<file path="src/hw/rtl/trend_gated_fan_speed_control_assert.svh">
// Assertion macros for the trend-gated fan speed controller.
// Expects signals named clk and rst in the scope where the macros are used.
`ifndef TREND_GATED_FAN_SPEED_CONTROL_ASSERT_SVH
`define TREND_GATED_FAN_SPEED_CONTROL_ASSERT_SVH

// Antecedent and consequent in the same cycle.
`define TGFSC_ASSERT_NOW(lbl, ante, cons, msg) \
  lbl: assert property (@(posedge clk) disable iff (rst) (ante) |-> (cons)) \
    else $error(msg);

// Consequent in the cycle after the antecedent.
`define TGFSC_ASSERT_NEXT(lbl, ante, cons, msg) \
  lbl: assert property (@(posedge clk) disable iff (rst) (ante) |=> (cons)) \
    else $error(msg);

`endif

</file>
<file path="src/hw/rtl/tgfsc_pkg.sv">
// Shared types and constants for the trend-gated fan speed controller.
// No dependencies; used by the channel interfaces and the top level.
package tgfsc_pkg;

  // Field widths.
  localparam int SENSOR_W   = 17;
  localparam int AVG_W      = 8;
  localparam int SPEED_W    = 13;
  localparam int CHANGES_W  = 16;
  localparam int BASE_W     = 7;
  localparam int GAIN_W     = 10;
  localparam int TREND_W    = 4;
  localparam int PERIOD_W   = 6;

  // Configuration port.
  localparam int CFG_IDX_W  = 3;
  localparam int CFG_DATA_W = 13;

  typedef enum logic [CFG_IDX_W-1:0] {
    REG_BASE_TEMP       = 3'd0,
    REG_SPEED_GAIN      = 3'd1,
    REG_MIN_SPEED       = 3'd2,
    REG_MAX_SPEED       = 3'd3,
    REG_TREND_LENGTH    = 3'd4,
    REG_REASSERT_PERIOD = 3'd5
  } cfg_reg_t;

  // Register values after reset.
  localparam logic [BASE_W-1:0]   BASE_TEMP_RST       = 7'd38;
  localparam logic [GAIN_W-1:0]   SPEED_GAIN_RST      = 10'd160;
  localparam logic [SPEED_W-1:0]  MIN_SPEED_RST       = 13'd2000;
  localparam logic [SPEED_W-1:0]  MAX_SPEED_RST       = 13'd5700;
  localparam logic [TREND_W-1:0]  TREND_LENGTH_RST    = 4'd3;
  localparam logic [PERIOD_W-1:0] REASSERT_PERIOD_RST = 6'd9;

  // The average is (a + b) / 2000 = ((a + b) >> 4) / 125. The quotient by 125 is
  // taken as a multiply by ceil(2^21 / 125) and a shift by 21, which is exact for
  // every 14-bit dividend.
  localparam int SUM_W       = SENSOR_W + 1;
  localparam int AVG_PRESHIFT = 4;
  localparam int SCALED_W    = SUM_W - AVG_PRESHIFT;
  localparam int AVG_SHIFT   = 21;
  localparam int RECIP_W     = 15;
  localparam logic [RECIP_W-1:0] AVG_RECIP = 15'd16778;
  localparam int AVG_PROD_W  = SCALED_W + RECIP_W;

  // Signed speed product: a 10-bit difference times an 11-bit gain.
  localparam int DIFF_W      = AVG_W + 2;
  localparam int SPROD_W     = DIFF_W + GAIN_W + 1;

  localparam logic [TREND_W-1:0] RUN_MAX = 4'd15;

endpackage

</file>
<file path="src/hw/rtl/tgfsc_if.sv">
// Valid/ready channel interfaces of the trend-gated fan speed controller.
// Depends on tgfsc_pkg for field widths.

interface tgfsc_sample_if;
  logic                            valid;
  logic                            ready;
  logic [tgfsc_pkg::SENSOR_W-1:0]  sensor_a_milli;
  logic [tgfsc_pkg::SENSOR_W-1:0]  sensor_b_milli;

  modport source (output valid, output sensor_a_milli, output sensor_b_milli, input ready);
  modport sink   (input valid, input sensor_a_milli, input sensor_b_milli, output ready);
endinterface

interface tgfsc_result_if;
  logic                            valid;
  logic                            ready;
  logic [tgfsc_pkg::SPEED_W-1:0]   speed_cmd;
  logic                            speed_write;
  logic                            manual_reassert;
  logic [tgfsc_pkg::CHANGES_W-1:0] changes_made;
  logic [tgfsc_pkg::AVG_W-1:0]     avg_temp;

  modport source (output valid, output speed_cmd, output speed_write, output manual_reassert,
                  output changes_made, output avg_temp, input ready);
  modport sink   (input valid, input speed_cmd, input speed_write, input manual_reassert,
                  input changes_made, input avg_temp, output ready);
endinterface

interface tgfsc_cfg_if;
  logic                             valid;
  logic                             ready;
  logic [tgfsc_pkg::CFG_IDX_W-1:0]  index;
  logic [tgfsc_pkg::CFG_DATA_W-1:0] data;

  modport source (output valid, output index, output data, input ready);
  modport sink   (input valid, input index, input data, output ready);
endinterface

</file>
<file path="src/hw/rtl/trend_gated_fan_speed_control.sv">
// Top level of the trend-gated fan speed controller: pipeline, trend state and registers.
// Depends on tgfsc_pkg, the interfaces in tgfsc_if.sv and the assertion macro header.
`include "trend_gated_fan_speed_control_assert.svh"

// Each beat on the sample channel carries two CPU temperatures in millidegrees and
// produces exactly one beat on the result channel, in the order the samples were
// accepted. Unless back-pressure stalls it, the block takes one sample in every
// cycle: three registered stages (the average, the clamped speed law, and the trend
// state update) each hold one beat, so a new sample is taken while earlier ones are in
// flight and while a finished result waits to be taken. Back-pressure from the result
// channel only stops the sample channel once all three stages are full. The first
// sample after reset always commands a speed and raises the manual mode reassert; later
// samples command a speed only when a run of rises or falls reaches the trend length and
// the clamped speed differs from the last one a run wrote. The configuration channel is
// always ready and takes one register write per beat; registers should be written only
// while no sample is in flight, since a write takes effect on the very next cycle.
module trend_gated_fan_speed_control (
  input  logic           clk,
  input  logic           rst,
  tgfsc_sample_if.sink   sample,
  tgfsc_result_if.source result,
  tgfsc_cfg_if.sink      cfg
);

  // Configuration registers.
  logic [tgfsc_pkg::BASE_W-1:0]   base_temp;
  logic [tgfsc_pkg::GAIN_W-1:0]   speed_gain;
  logic [tgfsc_pkg::SPEED_W-1:0]  floor_speed;
  logic [tgfsc_pkg::SPEED_W-1:0]  ceiling_speed;
  logic [tgfsc_pkg::TREND_W-1:0]  trend_length;
  logic [tgfsc_pkg::PERIOD_W-1:0] reassert_period;

  // Pipeline occupancy and the load enables derived from it.
  logic s1_valid, s2_valid, out_valid;
  logic out_load, s2_load, s1_load;
  logic take_sample, step;

  // Stage payloads.
  logic [tgfsc_pkg::SUM_W-1:0]      sensor_sum;
  logic [tgfsc_pkg::AVG_PROD_W-1:0] avg_prod;
  logic [tgfsc_pkg::AVG_W-1:0]      avg_calc;
  logic [tgfsc_pkg::AVG_W-1:0]      s1_avg;

  logic signed [tgfsc_pkg::DIFF_W-1:0]  temp_diff;
  logic signed [tgfsc_pkg::SPROD_W-1:0] speed_raw;
  logic signed [tgfsc_pkg::SPROD_W-1:0] speed_lo;
  logic signed [tgfsc_pkg::SPROD_W-1:0] speed_hi;
  logic [tgfsc_pkg::AVG_W-1:0]          s2_avg;
  logic [tgfsc_pkg::SPEED_W-1:0]        s2_speed;

  // Trend state.
  logic                             started, started_next;
  logic [tgfsc_pkg::AVG_W-1:0]      prev_avg, prev_avg_next;
  logic [tgfsc_pkg::TREND_W-1:0]    fall_run, fall_run_next;
  logic [tgfsc_pkg::TREND_W-1:0]    rise_run, rise_run_next;
  logic [tgfsc_pkg::SPEED_W-1:0]    last_speed, last_speed_next;
  logic                             last_speed_valid, last_speed_valid_next;
  logic [tgfsc_pkg::PERIOD_W-1:0]   reassert_count, reassert_count_next;
  logic [tgfsc_pkg::PERIOD_W-1:0]   reassert_inc;
  logic [tgfsc_pkg::CHANGES_W-1:0]  change_total, change_total_next;
  logic                             fire;

  // Result register and its next values.
  logic [tgfsc_pkg::SPEED_W-1:0]    speed_cmd, speed_cmd_next;
  logic                             speed_write, speed_write_next;
  logic                             manual_reassert, manual_reassert_next;
  logic [tgfsc_pkg::CHANGES_W-1:0]  changes_made;
  logic [tgfsc_pkg::AVG_W-1:0]      avg_temp;

  // ---------------------------------------------------------------------------
  // Configuration registers. Writes to indexes beyond the register list are
  // accepted and ignored; each register keeps only its own low bits.
  // ---------------------------------------------------------------------------
  assign cfg.ready = 1'b1;

  always_ff @(posedge clk) begin
    if (rst) begin
      base_temp       <= tgfsc_pkg::BASE_TEMP_RST;
      speed_gain      <= tgfsc_pkg::SPEED_GAIN_RST;
      floor_speed     <= tgfsc_pkg::MIN_SPEED_RST;
      ceiling_speed   <= tgfsc_pkg::MAX_SPEED_RST;
      trend_length    <= tgfsc_pkg::TREND_LENGTH_RST;
      reassert_period <= tgfsc_pkg::REASSERT_PERIOD_RST;
    end else if (cfg.valid) begin
      unique case (cfg.index)
        tgfsc_pkg::REG_BASE_TEMP:       base_temp       <= cfg.data[tgfsc_pkg::BASE_W-1:0];
        tgfsc_pkg::REG_SPEED_GAIN:      speed_gain      <= cfg.data[tgfsc_pkg::GAIN_W-1:0];
        tgfsc_pkg::REG_MIN_SPEED:       floor_speed     <= cfg.data[tgfsc_pkg::SPEED_W-1:0];
        tgfsc_pkg::REG_MAX_SPEED:       ceiling_speed   <= cfg.data[tgfsc_pkg::SPEED_W-1:0];
        tgfsc_pkg::REG_TREND_LENGTH:    trend_length    <= cfg.data[tgfsc_pkg::TREND_W-1:0];
        tgfsc_pkg::REG_REASSERT_PERIOD: reassert_period <= cfg.data[tgfsc_pkg::PERIOD_W-1:0];
        default: ;
      endcase
    end
  end

  // ---------------------------------------------------------------------------
  // Flow control. A stage may load when it is empty or when its contents move on
  // in the same cycle, so bubbles are squeezed out and the sample side keeps
  // moving while a result waits.
  // ---------------------------------------------------------------------------
  assign out_load     = !out_valid || result.ready;
  assign s2_load      = !s2_valid || out_load;
  assign s1_load      = !s1_valid || s2_load;
  assign sample.ready = s1_load;
  assign take_sample  = sample.valid && s1_load;
  assign step         = s2_valid && out_load;

  always_ff @(posedge clk) begin
    if (rst) begin
      s1_valid  <= 1'b0;
      s2_valid  <= 1'b0;
      out_valid <= 1'b0;
    end else begin
      if (s1_load) begin
        s1_valid <= sample.valid;
      end
      if (s2_load) begin
        s2_valid <= s1_valid;
      end
      if (out_load) begin
        out_valid <= s2_valid;
      end
    end
  end

  // ---------------------------------------------------------------------------
  // Stage 1: average in whole degrees. The sum of the two readings is divided by
  // 2000 as a shift by four followed by a reciprocal multiply for the factor 125.
  // ---------------------------------------------------------------------------
  assign sensor_sum = {1'b0, sample.sensor_a_milli} + {1'b0, sample.sensor_b_milli};
  assign avg_prod   = sensor_sum[tgfsc_pkg::SUM_W-1:tgfsc_pkg::AVG_PRESHIFT]
                      * tgfsc_pkg::AVG_RECIP;
  assign avg_calc   = avg_prod[tgfsc_pkg::AVG_SHIFT +: tgfsc_pkg::AVG_W];

  always_ff @(posedge clk) begin
    if (take_sample) begin
      s1_avg <= avg_calc;
    end
  end

  // ---------------------------------------------------------------------------
  // Stage 2: linear speed law and clamp. The product is signed since the average
  // may sit below the base temperature. The minimum is applied first and the
  // maximum last, so a minimum above the maximum yields the maximum.
  // ---------------------------------------------------------------------------
  assign temp_diff = $signed({2'b00, s1_avg}) - $signed({3'b000, base_temp});
  assign speed_raw = temp_diff * $signed({1'b0, speed_gain});
  assign speed_lo  = (speed_raw < $signed({8'b0, floor_speed})) ?
                     $signed({8'b0, floor_speed}) : speed_raw;
  assign speed_hi  = (speed_lo > $signed({8'b0, ceiling_speed})) ?
                     $signed({8'b0, ceiling_speed}) : speed_lo;

  always_ff @(posedge clk) begin
    if (s2_load && s1_valid) begin
      s2_avg   <= s1_avg;
      s2_speed <= speed_hi[tgfsc_pkg::SPEED_W-1:0];
    end
  end

  // ---------------------------------------------------------------------------
  // Stage 3: trend tracking. The first beat after reset seeds the state and
  // always commands a speed. Later beats advance the reassert counter, extend
  // or break the rise and fall runs (a flat reading leaves both alone), and on
  // a completed run write the speed if it differs from the last one a run wrote.
  // ---------------------------------------------------------------------------
  assign reassert_inc = reassert_count + 6'd1;

  always_comb begin
    started_next          = started;
    prev_avg_next         = prev_avg;
    fall_run_next         = fall_run;
    rise_run_next         = rise_run;
    last_speed_next       = last_speed;
    last_speed_valid_next = last_speed_valid;
    reassert_count_next   = reassert_count;
    change_total_next     = change_total;
    speed_cmd_next        = '0;
    speed_write_next      = 1'b0;
    manual_reassert_next  = 1'b0;
    fire                  = 1'b0;

    if (!started) begin
      started_next         = 1'b1;
      prev_avg_next        = s2_avg;
      fall_run_next        = (trend_length != '0) ? trend_length - 4'd1 : '0;
      rise_run_next        = fall_run_next;
      speed_cmd_next       = s2_speed;
      speed_write_next     = 1'b1;
      manual_reassert_next = 1'b1;
    end else begin
      if (reassert_inc >= reassert_period) begin
        manual_reassert_next = 1'b1;
        reassert_count_next  = '0;
      end else begin
        reassert_count_next  = reassert_inc;
      end

      if (s2_avg < prev_avg) begin
        fall_run_next = (fall_run == tgfsc_pkg::RUN_MAX) ? fall_run : fall_run + 4'd1;
        rise_run_next = '0;
      end else if (s2_avg > prev_avg) begin
        rise_run_next = (rise_run == tgfsc_pkg::RUN_MAX) ? rise_run : rise_run + 4'd1;
        fall_run_next = '0;
      end

      fire = (fall_run_next >= trend_length) || (rise_run_next >= trend_length);
      if (fire) begin
        if (!last_speed_valid || (s2_speed != last_speed)) begin
          speed_cmd_next        = s2_speed;
          speed_write_next      = 1'b1;
          change_total_next     = change_total + 16'd1;
          last_speed_next       = s2_speed;
          last_speed_valid_next = 1'b1;
        end
        fall_run_next = '0;
        rise_run_next = '0;
      end

      prev_avg_next = s2_avg;
    end
  end

  always_ff @(posedge clk) begin
    if (rst) begin
      started          <= 1'b0;
      prev_avg         <= '0;
      fall_run         <= '0;
      rise_run         <= '0;
      last_speed       <= '0;
      last_speed_valid <= 1'b0;
      reassert_count   <= '0;
      change_total     <= '0;
    end else if (step) begin
      started          <= started_next;
      prev_avg         <= prev_avg_next;
      fall_run         <= fall_run_next;
      rise_run         <= rise_run_next;
      last_speed       <= last_speed_next;
      last_speed_valid <= last_speed_valid_next;
      reassert_count   <= reassert_count_next;
      change_total     <= change_total_next;
    end
  end

  // Result register: holds its beat until the result side takes it.
  always_ff @(posedge clk) begin
    if (step) begin
      speed_cmd       <= speed_cmd_next;
      speed_write     <= speed_write_next;
      manual_reassert <= manual_reassert_next;
      changes_made    <= change_total_next;
      avg_temp        <= s2_avg;
    end
  end

  assign result.valid           = out_valid;
  assign result.speed_cmd       = speed_cmd;
  assign result.speed_write     = speed_write;
  assign result.manual_reassert = manual_reassert;
  assign result.changes_made    = changes_made;
  assign result.avg_temp        = avg_temp;

  // ---------------------------------------------------------------------------
  // Assertions.
  // ---------------------------------------------------------------------------
  `TGFSC_ASSERT_NOW(a_full_stalls_input,
    s1_valid && s2_valid && out_valid && !result.ready, !sample.ready,
    "sample taken while every stage is full and the result is stalled")

  `TGFSC_ASSERT_NEXT(a_step_fills_output, step, out_valid,
    "trend step did not leave a result in the output register")

  `TGFSC_ASSERT_NOW(a_speed_in_range,
    out_valid && speed_write && (floor_speed <= ceiling_speed),
    (speed_cmd >= floor_speed) && (speed_cmd <= ceiling_speed),
    "commanded speed lies outside the clamp range")

  `TGFSC_ASSERT_NOW(a_last_speed_after_start, last_speed_valid, started,
    "a trend speed is recorded before the first sample was seen")

endmodule

</file>
<file path="src/flat_wrapper.sv">
// flat-port wrapper written by rule: the top's interface ports become plain ports
module trend_gated_fan_speed_control_flat 
  (clk, rst, sample_valid, sample_sensor_a_milli, sample_sensor_b_milli, sample_ready, result_valid, result_speed_cmd, result_speed_write, result_manual_reassert, result_changes_made, result_avg_temp, result_ready, cfg_valid, cfg_index, cfg_data, cfg_ready);
  tgfsc_sample_if sample_i ();
  tgfsc_result_if result_i ();
  tgfsc_cfg_if cfg_i ();
  input  logic clk;
  input  logic rst;
  input wire logic [$bits(sample_i.valid)-1:0] sample_valid;
  input wire logic [$bits(sample_i.sensor_a_milli)-1:0] sample_sensor_a_milli;
  input wire logic [$bits(sample_i.sensor_b_milli)-1:0] sample_sensor_b_milli;
  output wire logic [$bits(sample_i.ready)-1:0] sample_ready;
  output wire logic [$bits(result_i.valid)-1:0] result_valid;
  output wire logic [$bits(result_i.speed_cmd)-1:0] result_speed_cmd;
  output wire logic [$bits(result_i.speed_write)-1:0] result_speed_write;
  output wire logic [$bits(result_i.manual_reassert)-1:0] result_manual_reassert;
  output wire logic [$bits(result_i.changes_made)-1:0] result_changes_made;
  output wire logic [$bits(result_i.avg_temp)-1:0] result_avg_temp;
  input wire logic [$bits(result_i.ready)-1:0] result_ready;
  input wire logic [$bits(cfg_i.valid)-1:0] cfg_valid;
  input wire logic [$bits(cfg_i.index)-1:0] cfg_index;
  input wire logic [$bits(cfg_i.data)-1:0] cfg_data;
  output wire logic [$bits(cfg_i.ready)-1:0] cfg_ready;
  assign sample_i.valid = sample_valid;
  assign sample_i.sensor_a_milli = sample_sensor_a_milli;
  assign sample_i.sensor_b_milli = sample_sensor_b_milli;
  assign sample_ready = sample_i.ready;
  assign result_valid = result_i.valid;
  assign result_speed_cmd = result_i.speed_cmd;
  assign result_speed_write = result_i.speed_write;
  assign result_manual_reassert = result_i.manual_reassert;
  assign result_changes_made = result_i.changes_made;
  assign result_avg_temp = result_i.avg_temp;
  assign result_i.ready = result_ready;
  assign cfg_i.valid = cfg_valid;
  assign cfg_i.index = cfg_index;
  assign cfg_i.data = cfg_data;
  assign cfg_ready = cfg_i.ready;
  trend_gated_fan_speed_control u_core (.clk(clk), .rst(rst), .sample(sample_i), .result(result_i), .cfg(cfg_i));
endmodule
</file>
<file path="config.mk">
export PLATFORM = sky130hd
export DESIGN_NAME = trend_gated_fan_speed_control_flat
export DESIGN_NICKNAME = d
export VERILOG_FILES = /design/src/hw/rtl/tgfsc_pkg.sv /design/src/hw/rtl/tgfsc_if.sv /design/src/hw/rtl/trend_gated_fan_speed_control.sv /design/src/flat_wrapper.sv
export VERILOG_INCLUDE_DIRS = /design/src /design/src/hw/rtl
export SDC_FILE = /design/constraint.sdc
export NUM_CORES = 1
export LEC_CHECK = 0
export BUFFER_PORTS_ARGS = -buffer_cell sky130_fd_sc_hd__buf_2
export CAP_MARGIN = 20
export CORE_ASPECT_RATIO = 2
export CORE_MARGIN = 2
export CORE_UTILIZATION = 50
export CTS_CLUSTER_DIAMETER = 100
export DETAILED_ROUTE_END_ITERATION = 7
export PLACE_DENSITY = 0.78
export SYNTH_ARGS = -nofsm -noshare
export SYNTH_HDL_FRONTEND = slang
export SYNTH_SLANG_ARGS = --single-unit
export TNS_END_PERCENT = 50
</file>
<file path="constraint.sdc">
create_clock -name clk -period 30.9 [get_ports clk]
set_input_delay 1.545 -clock clk [delete_from_list [all_inputs] [get_ports clk]]
set_output_delay 1.545 -clock clk [all_outputs]
set_load 0.02 [all_outputs]
</file>
## Word-level counts from Yosys, hierarchy flattened

Index checks and enable logic that the tools add are counted.

- Flip-flop bits (word level): 177
- Input port bits: 55
- Output and inout port bits: 42
- Logic and storage cells: 96

- Add/subtract/negate cells: 7
- $mul: 2
- Order comparisons: 7
- Equal/unequal tests: 8
- Muxes and demuxes: 25
- Reduce and logical (&&, ||, !) cells: 22

Operator list:

| kind | count |
|---|---|
| $mux W13 | 4 |
| $mux W4 | 13 |
| $mux W16 | 3 |
| $mul A14 B14 Y28 const B | 1 |
| $gt A21 B14 Y1 | 1 |
| $lt A21 B14 Y1 | 1 |
| $mux W21 | 1 |
| $mul A9 B11 Y20 | 1 |
| $add A17 B17 Y18 | 1 |
| $add A16 B1 Y16 const B | 1 |
| $reduce_and A2 Y1 | 7 |
| $ne A13 B13 Y1 | 1 |
| $sub A8 B7 Y9 | 1 |
| $add A4 B1 Y4 const B | 2 |
| $eq A4 B4 Y1 const B | 2 |
| $ge A4 B4 Y1 | 2 |
| $gt A8 B8 Y1 | 1 |
| $lt A8 B8 Y1 | 1 |
| $add A6 B1 Y6 const B | 1 |
| $eq A3 B2 Y1 const B | 2 |
| $eq A3 B3 Y1 const B | 2 |
| $ge A6 B6 Y1 | 1 |
| $mux W6 | 1 |
| $logic_or A1 B1 Y1 | 5 |
| other kinds (8) | 15 |

## Depth between registers and ports, before layout

Gate-level depths: netlist of the first run.

- Depth after elaboration: 9
- Mapped depth: 44
- Depth with buffers taken out: 41

## Worst setup path after synthesis of the first run

Ideal clock, no wire load.

- Path kind: flip-flop to flip-flop
- Start point: register u_core.s1_avg[0] (netlist bit)
- End point: register u_core.s2_speed[10] (netlist bit), data pin
- Library setup time: 0.260 ns
- Arrival time: 9.610 ns
- Data required time: 30.640 ns
- Setup slack: 21.031 ns
- Cell stages (with the launch flop): 43
- Buffers on the path: 4
- Period minus slack after synthesis: 9.869 ns
- Path through: edfxtp_1 -> inv_1 -> ha_1 -> fa_1 -> nor2b_1 -> o21ai_0 -> nand2b_1 -> a21o_1 -> a21o_1 -> a211o_1 -> clkbuf_1 -> or2_1 -> fa_1 -> fa_1 -> inv_1 -> fa_1 -> fa_1 -> inv_1 -> (+7 left out) -> a221o_1 -> a21o_1 -> xnor2_1 -> nor4_1 -> ha_1 -> clkbuf_1 -> clkbuf_1 -> mux2_2 -> ha_1 -> a21oi_1 -> nor2b_1 -> o21ai_0 -> a21oi_1 -> a211oi_1 -> o21ai_0 -> o21bai_1 -> buf_4 -> mux2_2

- Longest elaborated chain between the ends: 6

Ends and longest elaborated chain:

| item | RTL line | source |
|---|---|---|
| from (decl) | trend_gated_fan_speed_control.sv:42 | `logic [tgfsc_pkg::AVG_W-1:0] s1_avg;` |
| from (signal assigned) | trend_gated_fan_speed_control.sv:138 | `s1_avg <= avg_calc;` |
| $sub A8 B7 Y9 (*) | trend_gated_fan_speed_control.sv:147 | `assign temp_diff = $signed({2'b00, s1_avg}) - $signed({3'b000, base_temp});` |
| $mul A9 B11 Y20 (*) | trend_gated_fan_speed_control.sv:148 | `assign speed_raw = temp_diff * $signed({1'b0, speed_gain});` |
| $lt A21 B14 Y1 | trend_gated_fan_speed_control.sv:149 | `assign speed_lo = (speed_raw < $signed({8'b0, floor_speed})) ?` |
| $mux W21 (*) | trend_gated_fan_speed_control.sv:149 |  |
| $gt A21 B14 Y1 | trend_gated_fan_speed_control.sv:151 | `assign speed_hi = (speed_lo > $signed({8'b0, ceiling_speed})) ?` |
| $mux W13 (*) | trend_gated_fan_speed_control.sv:151 |  |
| via u_core.speed_hi (one bit) | trend_gated_fan_speed_control.sv:47 | `logic signed [tgfsc_pkg::SPROD_W-1:0] speed_hi;` |
| to (signal assigned) | trend_gated_fan_speed_control.sv:157 | `s2_speed <= speed_hi[tgfsc_pkg::SPEED_W-1:0];` |
| to (decl) | trend_gated_fan_speed_control.sv:49 | `logic [tgfsc_pkg::SPEED_W-1:0] s2_speed;` |

Mark *: on every way through the listed nets, which the timed path passes. The rest lies on a longest branch.
A chain may end at the register's enable or synchronous reset.

## Final worst setup path of the first run

- Start point: register u_core.s1_avg[0] (netlist bit)
- End point: register u_core.s2_speed[12] (netlist bit), data pin

Same word-level chain as after synthesis.

==> run metrics, run 1 <==
Main synth FF type dfxtp_1; area grow syn2layout 9.35%; number of global-route vias before repair ~12000; drt first pass iters 5; mean post-synth cell area approximately 9.3 sq um; Initial Util 50.8%; Syn Inst Count 1584; DRT Wirelength 34000 um; Max clock buf depth 2; setup bufs post-CTS 0; Hold WC Path Type flop to flop; antenna diode count 0; crit end category flop; Hold Buf Count CTS 0; # resized after CTS 0; post-synthesis sequential area ratio 28.7%; I/O Pins a little under 100; distinct cell type count after synthesis between 60 and 70; WL/cell 16.7 um; CTS Buf Count 17; fraction of layout cells with a size suffix above 1 10.7%; Tmin final 10.95 ns; maximum VDD drop 79.1 uV; Slew Limit Fails 0; LEAKAGE 7.59 nW; Clock Sinks 177; final setup violating endpoints 0; post-route setup slack 19.95 ns; most frequent cells in the layout 227 x ha_1, 226 x inv_1, 141 x nand2_1, 116 x nor2_1, 109 x dfxtp_1; post-route clock period utilization 35.4%; Post-Syn Area 14700 sq um; Max Fanout on Critical Path 16; Bufs and invs on worst path 5; Die Ht 247 um; via count 11415; status complete, no violations; Die Area 30900 sq um; worst-skew pair later-pin latency 0.45 ns; Yosys warning count 0; CTS H-tree depth 4; clk slew on worst S/H paths around 0.070 ns; Post-Syn Nets 1945; Worst Max-Slew Pin Slew 1.03 ns; EDFF count, synth between 60 and 70; Place WS 19.80 ns; worst setup path category flop to flop; Port Buf Inserts 95; final hold viol count 0; CP most frequent cell fa_1; core area 29000 sq um; unrepaired setup endpoints after global routing no; Post-DRT Antenna Nets 0; first-pass GRT wire length 55700 um; Layout Skew 0.0121 ns; final setup TNS 0 ns; # DRC 0; global route overflow 0; Max Cap Viol 0; initial antenna violation count 0; CP max stage cell o21bai_1; number of DRC markers in iteration 0 518; pwr dens 112 nW/um^2; most common cell after layout, fill and taps aside ha_1; Top Family by Delay on Critical Path adder cells; GPL Wtd Cong 0.941; asr flop ratio synth 0%; CP arrival ~11 ns; Nets 2023; FF+latch count, synth 177; CTS tree done; GRT Total Usage 22.5%; CTS Root Cell clkbuf_16; die width between 100 and 150 um; crit-path max cell delay 0.61 ns; relative slew slack a little over 30%; largest net degree at the start of global routing between 90 and 100; Max Fclk 91.3 MHz; via/cell ratio 5.61; CP Launch Type flop; Std-Cell Rows 88; Detail Placement HPWL around 28000 um; CP required slightly above 30 ns
==> per-layer routing <==
metal	global-route usage, %	wire length [um]	up-vias
met2	46.2	19500	304
met4	14.3	2230	0
met1	20.1	11200	5524
li1	-	-	5474
met5	0	0	-
met3	2.62	1080	113
==> cells by family (layout without fill, tap and decap cells) <==
family | after synthesis | in the layout | share of synthesized area, %
AO/OA/AOI/OAI | 231 | 231 | 10.4
XOR/XNOR | 72 | 72 | 4.28
adder cells (fa/ha/maj) | 306 | 306 | 30.0
buffers and inverters | 271 | 362 | 6.97
flip-flops | 177 | 177 | 28.7
multiplexers | 60 | 60 | 4.31
other | 1 | 1 | 0.0255
AND/OR/NAND/NOR | 466 | 466 | 15.2
==> path summary, 6_finish.rpt <==
check | cells after the start | slack, ns | to | start
worst min register to register | 2 | 0.46 | u_core.prev_avg[7] | u_core.prev_avg[7]
worst max register to register | 39 | 19.95 | u_core.s2_speed[12] | u_core.s1_avg[0]
worst min-delay path | 2 | 0.46 | u_core.prev_avg[7] | u_core.prev_avg[7]
worst max-delay path | 39 | 19.95 | u_core.s2_speed[12] | u_core.s1_avg[0]
==> Yosys cell counts, drive strengths merged (33+ instances only) <==
cell type	instances	share of area, %
mux2i	33	2.2
clkbuf	40	1.0
dfxtp	109	15
ha	227	19
and2	55	2.3
nand2	141	3.6
fa	79	11
xnor2	50	3.0
nor2	116	3.0
a21oi	79	2.7
edfxtp	68	14
o21ai	34	1.2
inv	226	5.8
==> tightest hold or removal path, stage by stage (launching register included) <==
cell,delay (ns)
dfxtp_1,0.31
nand2_1,0.05
a21oi_1,0.05
==> flip-flops by register name, summed over array words and instances (netlist names), 6 cells and up <==
register / cells
u_core.prev_avg_next: 8
u_core.reassert_count: 6
u_core.result.changes_made: 16
u_core.s1_avg: 8
u_core.result.avg_temp: 8
u_core.reassert_period: 6
u_core.last_speed: 13
u_core.floor_speed: 13
u_core.ceiling_speed: 13
u_core.result.speed_cmd: 13
u_core.speed_gain: 10
u_core.change_total: 16
u_core.base_temp: 7
u_core.s2_speed: 13
u_core.prev_avg: 8
==> through the flow <==
stage	cells	total power, mW	hold slack [ns]	utilization [%]	area, sq um
floorplan	1584	1.27	0.426	-	14700
global placement	2001	1.53	0.430	53.6	15500
detailed placement	2001	1.59	0.446	53.6	15500
CTS	2033	1.81	0.456	55.5	16100
global route	2035	2.00	0.475	55.6	16100
finish	2035	1.81	0.456	55.6	16100
==> layout make-up <==
| type | count | area (sq um) |
|---|---|---|
| fillers | 2493 | 12900 |
| multi-input cells | 1136 | 9470 |
| flip-flops and latches | 177 | 4220 |
| clock inverters | 14 | 121 |
| well taps | 360 | 450 |
| repair buffers | 103 | 536 |
| inverters | 227 | 852 |
| clock buffers | 18 | 439 |
==> where the power goes <==
| part | switching (mW) | internal, mW | leakage, nW | total [mW] |
|---|---|---|---|---|
| logic | 0.736 | 0.572 | 5.81 | 1.31 |
| clock network | 0.0987 | 0.108 | 0.282 | 0.207 |
| registers | 0.0154 | 0.280 | 1.50 | 0.296 |
| total | 0.850 | 0.960 | 7.59 | 1.81 |
Power figures use the tool's default switching activity.
==> run 2: changes to the inputs <==
--- a/config.mk
+++ b/config.mk
@@ -6,6 +6,7 @@
 export SDC_FILE = /design/constraint.sdc
 export NUM_CORES = 1
 export LEC_CHECK = 0
+export ABC_AREA = 1
 export BUFFER_PORTS_ARGS = -buffer_cell sky130_fd_sc_hd__buf_2
 export CAP_MARGIN = 20
 export CORE_ASPECT_RATIO = 2
@@ -13,7 +14,7 @@
 export CORE_UTILIZATION = 50
 export CTS_CLUSTER_DIAMETER = 100
 export DETAILED_ROUTE_END_ITERATION = 7
-export PLACE_DENSITY = 0.78
+export PLACE_DENSITY = 0.8
 export SYNTH_ARGS = -nofsm -noshare
 export SYNTH_HDL_FRONTEND = slang
 export SYNTH_SLANG_ARGS = --single-unit
==> constraint.sdc (replaced) <==
create_clock -name clk -period 9 [get_ports clk]
set_input_delay 0.45 -clock clk [delete_from_list [all_inputs] [get_ports clk]]
set_output_delay 0.45 -clock clk [all_outputs]
set_load 0.02 [all_outputs]
==> run 2 against run 1 <==
Core utilization grew 1.5 points. First-iteration DRC count increased by 68%. Global-route usage fell by 0.069 points. Largest cell class unchanged. Clock skew is essentially flat. Sequential share of layout area down 2.1 points. Cell count grew 22%.
==> run metrics, run 2 <==
status complete, no violations (unchanged); Post-Syn Area 15400 sq um (was 14700 sq um); Port Buf Inserts 95 (unchanged); EDFF count, synth 68 (unchanged); die width 128 um (was 125 um); post-route setup slack 0.336 ns (was 19.95 ns); CTS tree done (unchanged); Tmin final 8.66 ns (was 10.95 ns); Yosys warning count 0 (unchanged); hold path endpoint u_core.s1_valid (was u_core.prev_avg[7]); Post-DRT Antenna Nets 0 (unchanged); drt first pass iters 5 (unchanged); Max clock buf depth 2 (unchanged); length in cells of the worst reg-to-reg path 52 (was 39); Worst R2R Start u_core.s1_avg[0] (unchanged); Slew Limit Fails 0 (unchanged); FF+latch count, synth 177 (unchanged); Layout fillers 2609 (was 2493); CP Launch Type flop (unchanged); I/O Pins 97 (unchanged); asr flop ratio synth 0% (unchanged); Die Ht 253 um (was 247 um); final hold viol count 0 (unchanged); Hold Buf Count CTS 0 (unchanged); Synth Area in Adders 28.6% (was 30.0%); largest net degree at the start of global routing 87 (was 99); global route overflow 0 (unchanged); Bufs and invs on worst path 12 (was 5); Hold Path Origin sample_valid (was u_core.prev_avg[7]); final setup violating endpoints 0 (unchanged); CP most frequent cell nand2_1 (was fa_1); via count 13294 (was 11415); clk slew on worst S/H paths 0.07 ns (about the same); relative slew slack 40.6% (was 31.1%); post-synth top area cell ha_1 (unchanged); CP arrival 8.85 ns (was 11.14 ns); Worst Max-Slew Pin Slew 0.885 ns (was 1.03 ns); largest family of logic cells by synthesized area adder cells (unchanged); area share of the largest cell type after synthesis 18.4% (was 19.3%); Syn Inst Count 1980 (was 1584); Initial Util 50.4% (was 50.8%); post-route clock period utilization 96.3% (was 35.4%); Max Fanout on Critical Path 6 (was 16); most common cell after layout, fill and taps aside inv_1 (was ha_1); Die Area 32400 sq um (was 30900 sq um); initial antenna violation count 0 (unchanged); complex-gate fraction of the synthesized area 11.6% (was 10.4%); DRT Wirelength 36600 um (was 34000 um); Clock Sinks 177 (unchanged); most frequent cells in the layout 378 x inv_1, 371 x nand2_1, 218 x ha_1, 162 x nor2_1, 142 x a21oi_1 (was 227 x ha_1, 226 x inv_1, 141 x nand2_1, 116 x nor2_1, 109 x dfxtp_1); antenna diode count 0 (unchanged); CTS Buf Count 17 (unchanged); number of global-route vias before repair 12913 (was 11902); Main synth FF type dfxtp_1 (unchanged); post-synthesis sequential area ratio 27.3% (was 28.7%); Max Cap Viol 0 (unchanged); Hold Path Stages 3 (was 2); top-count cell post-synth nand2_1 (was ha_1); Std-Cell Rows 91 (was 88); worst-skew pair later-pin latency 0.43 ns (was 0.45 ns); # DRC 0 (unchanged); WL/cell 14.7 um (was 16.7 um); crit-path max cell delay 0.55 ns (was 0.61 ns); Simple-Gate Fraction of Synth Area 19.6% (was 15.2%); Post-Syn Nets 2341 (was 1945); Synth Area in XOR/XNOR 2.21% (was 4.28%); CP max stage cell fa_1 (was o21bai_1); area of the multi-input gates 9880 sq um (was 9470 sq um); CTS Root Cell clkbuf_16 (unchanged); GRT Total Usage 22.5% (about the same); GPL Wtd Cong 0.988 (was 0.941); R2R setup slack 0.34 ns (was 19.95 ns); distinct cell type count after synthesis 51 (was 69); Layout Skew 0.0118 ns (was 0.0121 ns); Place WS -0.0399 ns (was 19.80 ns); Detail Placement HPWL 27600 um (was 27500 um); final setup TNS 0 ns (unchanged); top flop regs u_core.change_total: 16 flops, u_core.result.changes_made: 16 flops (unchanged); Area contributors post-synth ha_1 18%, dfxtp_1 14%, edfxtp_1 13%, fa_1 10%, nand2_1 9.3% (was ha_1 19%, dfxtp_1 15%, edfxtp_1 14%, fa_1 11%, inv_1 5.8%); leading post-synthesis cells by instance count 383 x nand2_1, 382 x inv_1, 227 x ha_1 (was 227 x ha_1, 226 x inv_1, 141 x nand2_1); area grow syn2layout 13.2% (was 9.35%); Seq. cell area 4230 sq um (was 4220 sq um); number of DRC markers in iteration 0 870 (was 518); mux cell area share after synthesis 0% (was 4.31%); via/cell ratio 5.34 (was 5.61); Max Fclk 115 MHz (was 91.3 MHz); Nets 2464 (was 2023); fraction of layout cells with a size suffix above 1 13.0% (was 10.7%); first-pass GRT wire length 59400 um (was 55700 um); worst setup path category flop to flop (unchanged); core area 30600 sq um (was 29000 sq um); CP required 9.18 ns (was 31.09 ns); Crit Reg-Reg Endpoint u_core.s2_speed[0] (was u_core.s2_speed[12]); CTS H-tree depth 4 (unchanged); Hold WC Path Type primary input to flop (was flop to flop); Top Family by Delay on Critical Path adder cells (unchanged); mean post-synth cell area 7.80 sq um (was 9.29 sq um); crit end category flop (unchanged)
-- run 2: worst max path at each step --
stage                           startpoint             endpoint  slack, ns  depth (start not counted)
after floorplan           u_core.s1_avg[0]  u_core.s2_speed[10]       0.39                         52
after global placement    u_core.s1_avg[0]   u_core.s2_speed[1]       0.21                         53
after detailed placement  u_core.s1_avg[0]  u_core.s2_speed[12]      -0.04                         53
after CTS                 u_core.s1_avg[2]   u_core.s2_speed[0]       0.02                         54
after global routing      u_core.s1_avg[0]   u_core.s2_speed[0]      -0.15                         51
final                     u_core.s1_avg[0]   u_core.s2_speed[0]       0.34                         52
-- run 2: timing repair --
action	in CTS	in global routing
cloned	0	5
resized for setup	3	80
endpoints found under the setup margin	13	13
pin swaps	1	36
buffers inserted	5	15
-- run 2: logic make-up after synthesis --
| kind of cell | Yosys count |
|---|---|
| adder cells (fa/ha/maj) | 306 |
| AND/OR/NAND/NOR | 703 |
| buffers and inverters | 423 |
| other | 1 |
| flip-flops | 177 |
| XOR/XNOR | 39 |
| AO/OA/AOI/OAI | 331 |
-- run 2: worst min-delay path: stages --
cell and delay (ns):
buf_2 0.09, nand2_1 0.07, a21oi_1 0.06
-- run 2: metrics by stage --
step           util, %  hold slack, ns  std cells  instance area [sq um]
6_report          57.1           0.292       2488                  17500
5_1_grt           57.1           0.308       2488                  17500
4_1_cts           55.5           0.290       2469                  17000
3_5_place_dp      53.4           0.453       2432                  16400
3_3_place_gp      53.4           0.432       2432                  16400
2_1_floorplan        -           0.426       1980                  15400
-- run 2: final cells by class --
class                           instances  area share [%]
Inverter                              390            8.39
Tap cell                              372            2.66
Clock inverter                         15           0.959
Multi-Input combinational cell       1382            56.5
Sequential cell                       177            24.2
Clock buffer                           17            2.43
Timing Repair Buffer                  135            4.86
-- run 2: layer usage --
metal	wire length (um)	global-route usage (%)	up-vias	share of wire, %
li1	-	-	6650	-
met1	15800	29.1	6175	43
met2	18300	39.3	389	50
met3	1560	2.05	80	4.3
met4	966	6.72	0	2.6
met5	0	0	-	0
Power of run 2 is left out: the tool's default activity adds up to more than one toggle a clock period on the data nets, which glitch-free logic cannot reach.
==> run 3: changes to the inputs <==
--- a/config.mk
+++ b/config.mk
@@ -14,7 +14,7 @@
 export CORE_UTILIZATION = 50
 export CTS_CLUSTER_DIAMETER = 100
 export DETAILED_ROUTE_END_ITERATION = 7
-export PLACE_DENSITY = 0.8
+export PLACE_DENSITY = 0.78
 export SYNTH_ARGS = -nofsm -noshare
 export SYNTH_HDL_FRONTEND = slang
 export SYNTH_SLANG_ARGS = --single-unit
==> constraint.sdc (replaced) <==
create_clock -name clk -period 8 [get_ports clk]
set_input_delay 0.4 -clock clk [delete_from_list [all_inputs] [get_ports clk]]
set_output_delay 0.4 -clock clk [all_outputs]
set_load 0.02 [all_outputs]
==> run 3 against run 2 <==
Critical path type unchanged. Die area unchanged. Non-clock buffer count increased by 56. The flow now finishes with violations (negative setup slack). Global-route usage increased by 0.48 points. First-iteration DRC count decreased by 5.7%. Clock skew decreased by 0.00074 ns. Largest cell class unchanged. Critical endpoint is now u_core.s2_speed[2]. Routed wire length increased by 0.60%.
==> run metrics, run 3 (synthesis gave the netlist of run 2 again) <==
Hold WC Path Type primary input to flop (unchanged); worst-skew pair later-pin latency 0.44 ns (was 0.43 ns); clk slew on worst S/H paths 0.07 ns (about the same); GPL Wtd Cong 0.947 (was 0.988); post-route clock period utilization 108% (was 96.3%); # DRC 0 (unchanged); failing checks negative setup slack; Max clock buf depth 2 (unchanged); via count 13489 (was 13294); CTS H-tree depth 4 (unchanged); Std-Cell Rows 91 (unchanged); I/O Pins 97 (unchanged); Clock Sinks 177 (unchanged); CP most frequent cell nand2_1 (unchanged); CP Launch Type flop (unchanged); Post-DRT Antenna Nets 0 (unchanged); CTS Root Cell clkbuf_16 (unchanged); crit end category flop (unchanged); final hold viol count 0 (unchanged); post-route setup slack -0.676 ns (was 0.336 ns); relative slew slack 35.6% (was 40.6%); status finished, violations left (was complete, no violations); Detail Placement HPWL 27700 um (was 27600 um); Tmin final 8.68 ns (was 8.66 ns); crit-path max cell delay 0.55 ns (about the same); Worst Max-Slew Pin Slew 0.965 ns (was 0.885 ns); most frequent cells in the layout 373 x inv_1, 353 x nand2_1, 211 x ha_1, 161 x nor2_1, 140 x a21oi_1 (was 378 x inv_1, 371 x nand2_1, 218 x ha_1, 162 x nor2_1, 142 x a21oi_1); number of global-route vias before repair 13331 (was 12913); Initial Util 50.4% (unchanged); Port Buf Inserts 95 (unchanged); CP required 8.19 ns (was 9.18 ns); Die Ht 253 um (unchanged); WL/cell 14.5 um (was 14.7 um); placed cells 2492 (was 2432); CP arrival 8.87 ns (was 8.85 ns); top flop regs u_core.change_total: 16 flops, u_core.result.changes_made: 16 flops (unchanged); CP max stage cell fa_1 (unchanged); largest net degree at the start of global routing 87 (unchanged); worst setup path category flop to flop (unchanged); antenna diode count 0 (unchanged); global route overflow 0 (unchanged); area grow syn2layout 17.3% (was 13.2%); Nets 2522 (was 2464); unrepaired setup endpoints after global routing yes; CTS Buf Count 17 (unchanged); number of DRC markers in iteration 0 820 (was 870); Layout fillers 2501 (was 2609); Slew Limit Fails 0 (unchanged); core area 30600 sq um (unchanged); drt first pass iters 5 (unchanged); most common cell after layout, fill and taps aside inv_1 (unchanged); CTS tree done (unchanged); DRT Wirelength 36800 um (was 36600 um); Max Fanout on Critical Path 6 (unchanged); fraction of layout cells with a size suffix above 1 16.7% (was 13.0%); GRT Total Usage 22.9% (was 22.5%); initial antenna violation count 0 (unchanged); Max Cap Viol 0 (unchanged); Hold Buf Count CTS 0 (unchanged); via/cell ratio 5.30 (was 5.34); Layout Skew 0.0111 ns (was 0.0118 ns); Max Fclk 115 MHz (about the same); first-pass GRT wire length 60700 um (was 59400 um); Die Area 32400 sq um (unchanged); final setup violating endpoints 13 (was 0); Final Instance Count excl. Fillers 2546 (was 2488); die width 128 um (unchanged)
==> run 3: changes by cell type in the layout (fill, tap and decap cells not counted), moves of 4 or more <==
cell / change
buf_4: +62
nand2_1: -18
nand2_2: +11
ha_4: +9
ha_1: -7
nand2_4: +6
inv_1: -5
inv_2: +5
buf_6: -4
o21ai_0: -4
o21ai_1: +4
==> run 3: repair_timing <==
item | in CTS | in global routing
buffers inserted | 10 | 7
endpoints found under the setup margin | 13 | 13
pin swaps | 14 | 33
cloned | 3 | 2
resized for setup | 49 | 47
==> run 3: layout make-up <==
cell class,instances,area [sq um],area share [%]
clock buffer,17,425,2.35
clock inverter,15,158,0.870
inverter,390,1480,8.15
multi-input combinational,1381,10100,55.8
sequential,177,4220,23.3
tap,372,465,2.57
timing repair buffer,191,1230,6.81
timing repair inverter,3,28.8,0.159
==> run 3: worst paths after layout <==
kind                        from                        to  slack [ns]  depth (start not counted)
max             u_core.s1_avg[2]        u_core.s2_speed[2]       -0.68                         47
min                 cfg_data[12]  u_core.ceiling_speed[12]        0.21                          3
max reg2reg     u_core.s1_avg[2]        u_core.s2_speed[2]       -0.68                         47
min reg2reg  u_core.base_temp[6]       u_core.base_temp[6]        0.46                          2
==> run 3: metrics by stage <==
stage	TNS, ns	hold WS, ns	utilization [%]	setup WS (ns)	cell area [sq um]
floorplan	0	0.426	-	0.00322	15600
finish	-8.54	0.207	59.2	-0.676	18100
global placement	-1.53	0.430	55.2	-0.122	16900
global route	-13.46	0.224	59.2	-1.05	18100
CTS	-2.11	0.204	58.1	-0.178	17800
detailed placement	-5.09	0.451	55.2	-0.411	16900
==> run 3: worst max-delay path, delay by kind of cell (launching register included) <==
kind            cells  cell delay [ns]
fa+ha+maj          10             3.83
simple gates       20             1.84
compound gates      8             1.07
buf+inv             7             0.89
flops               1             0.44
xor+xnor            2             0.33
==> run 3: metal layers <==
metal	share of wire, %	GRT usage (%)	wire length [um]
met5	0	0	0
met4	4.4	9.89	1640
met2	48	39.5	17700
met3	4.9	3.07	1810
met1	42	28.5	15600
Power of run 3 is left out for the same reason.
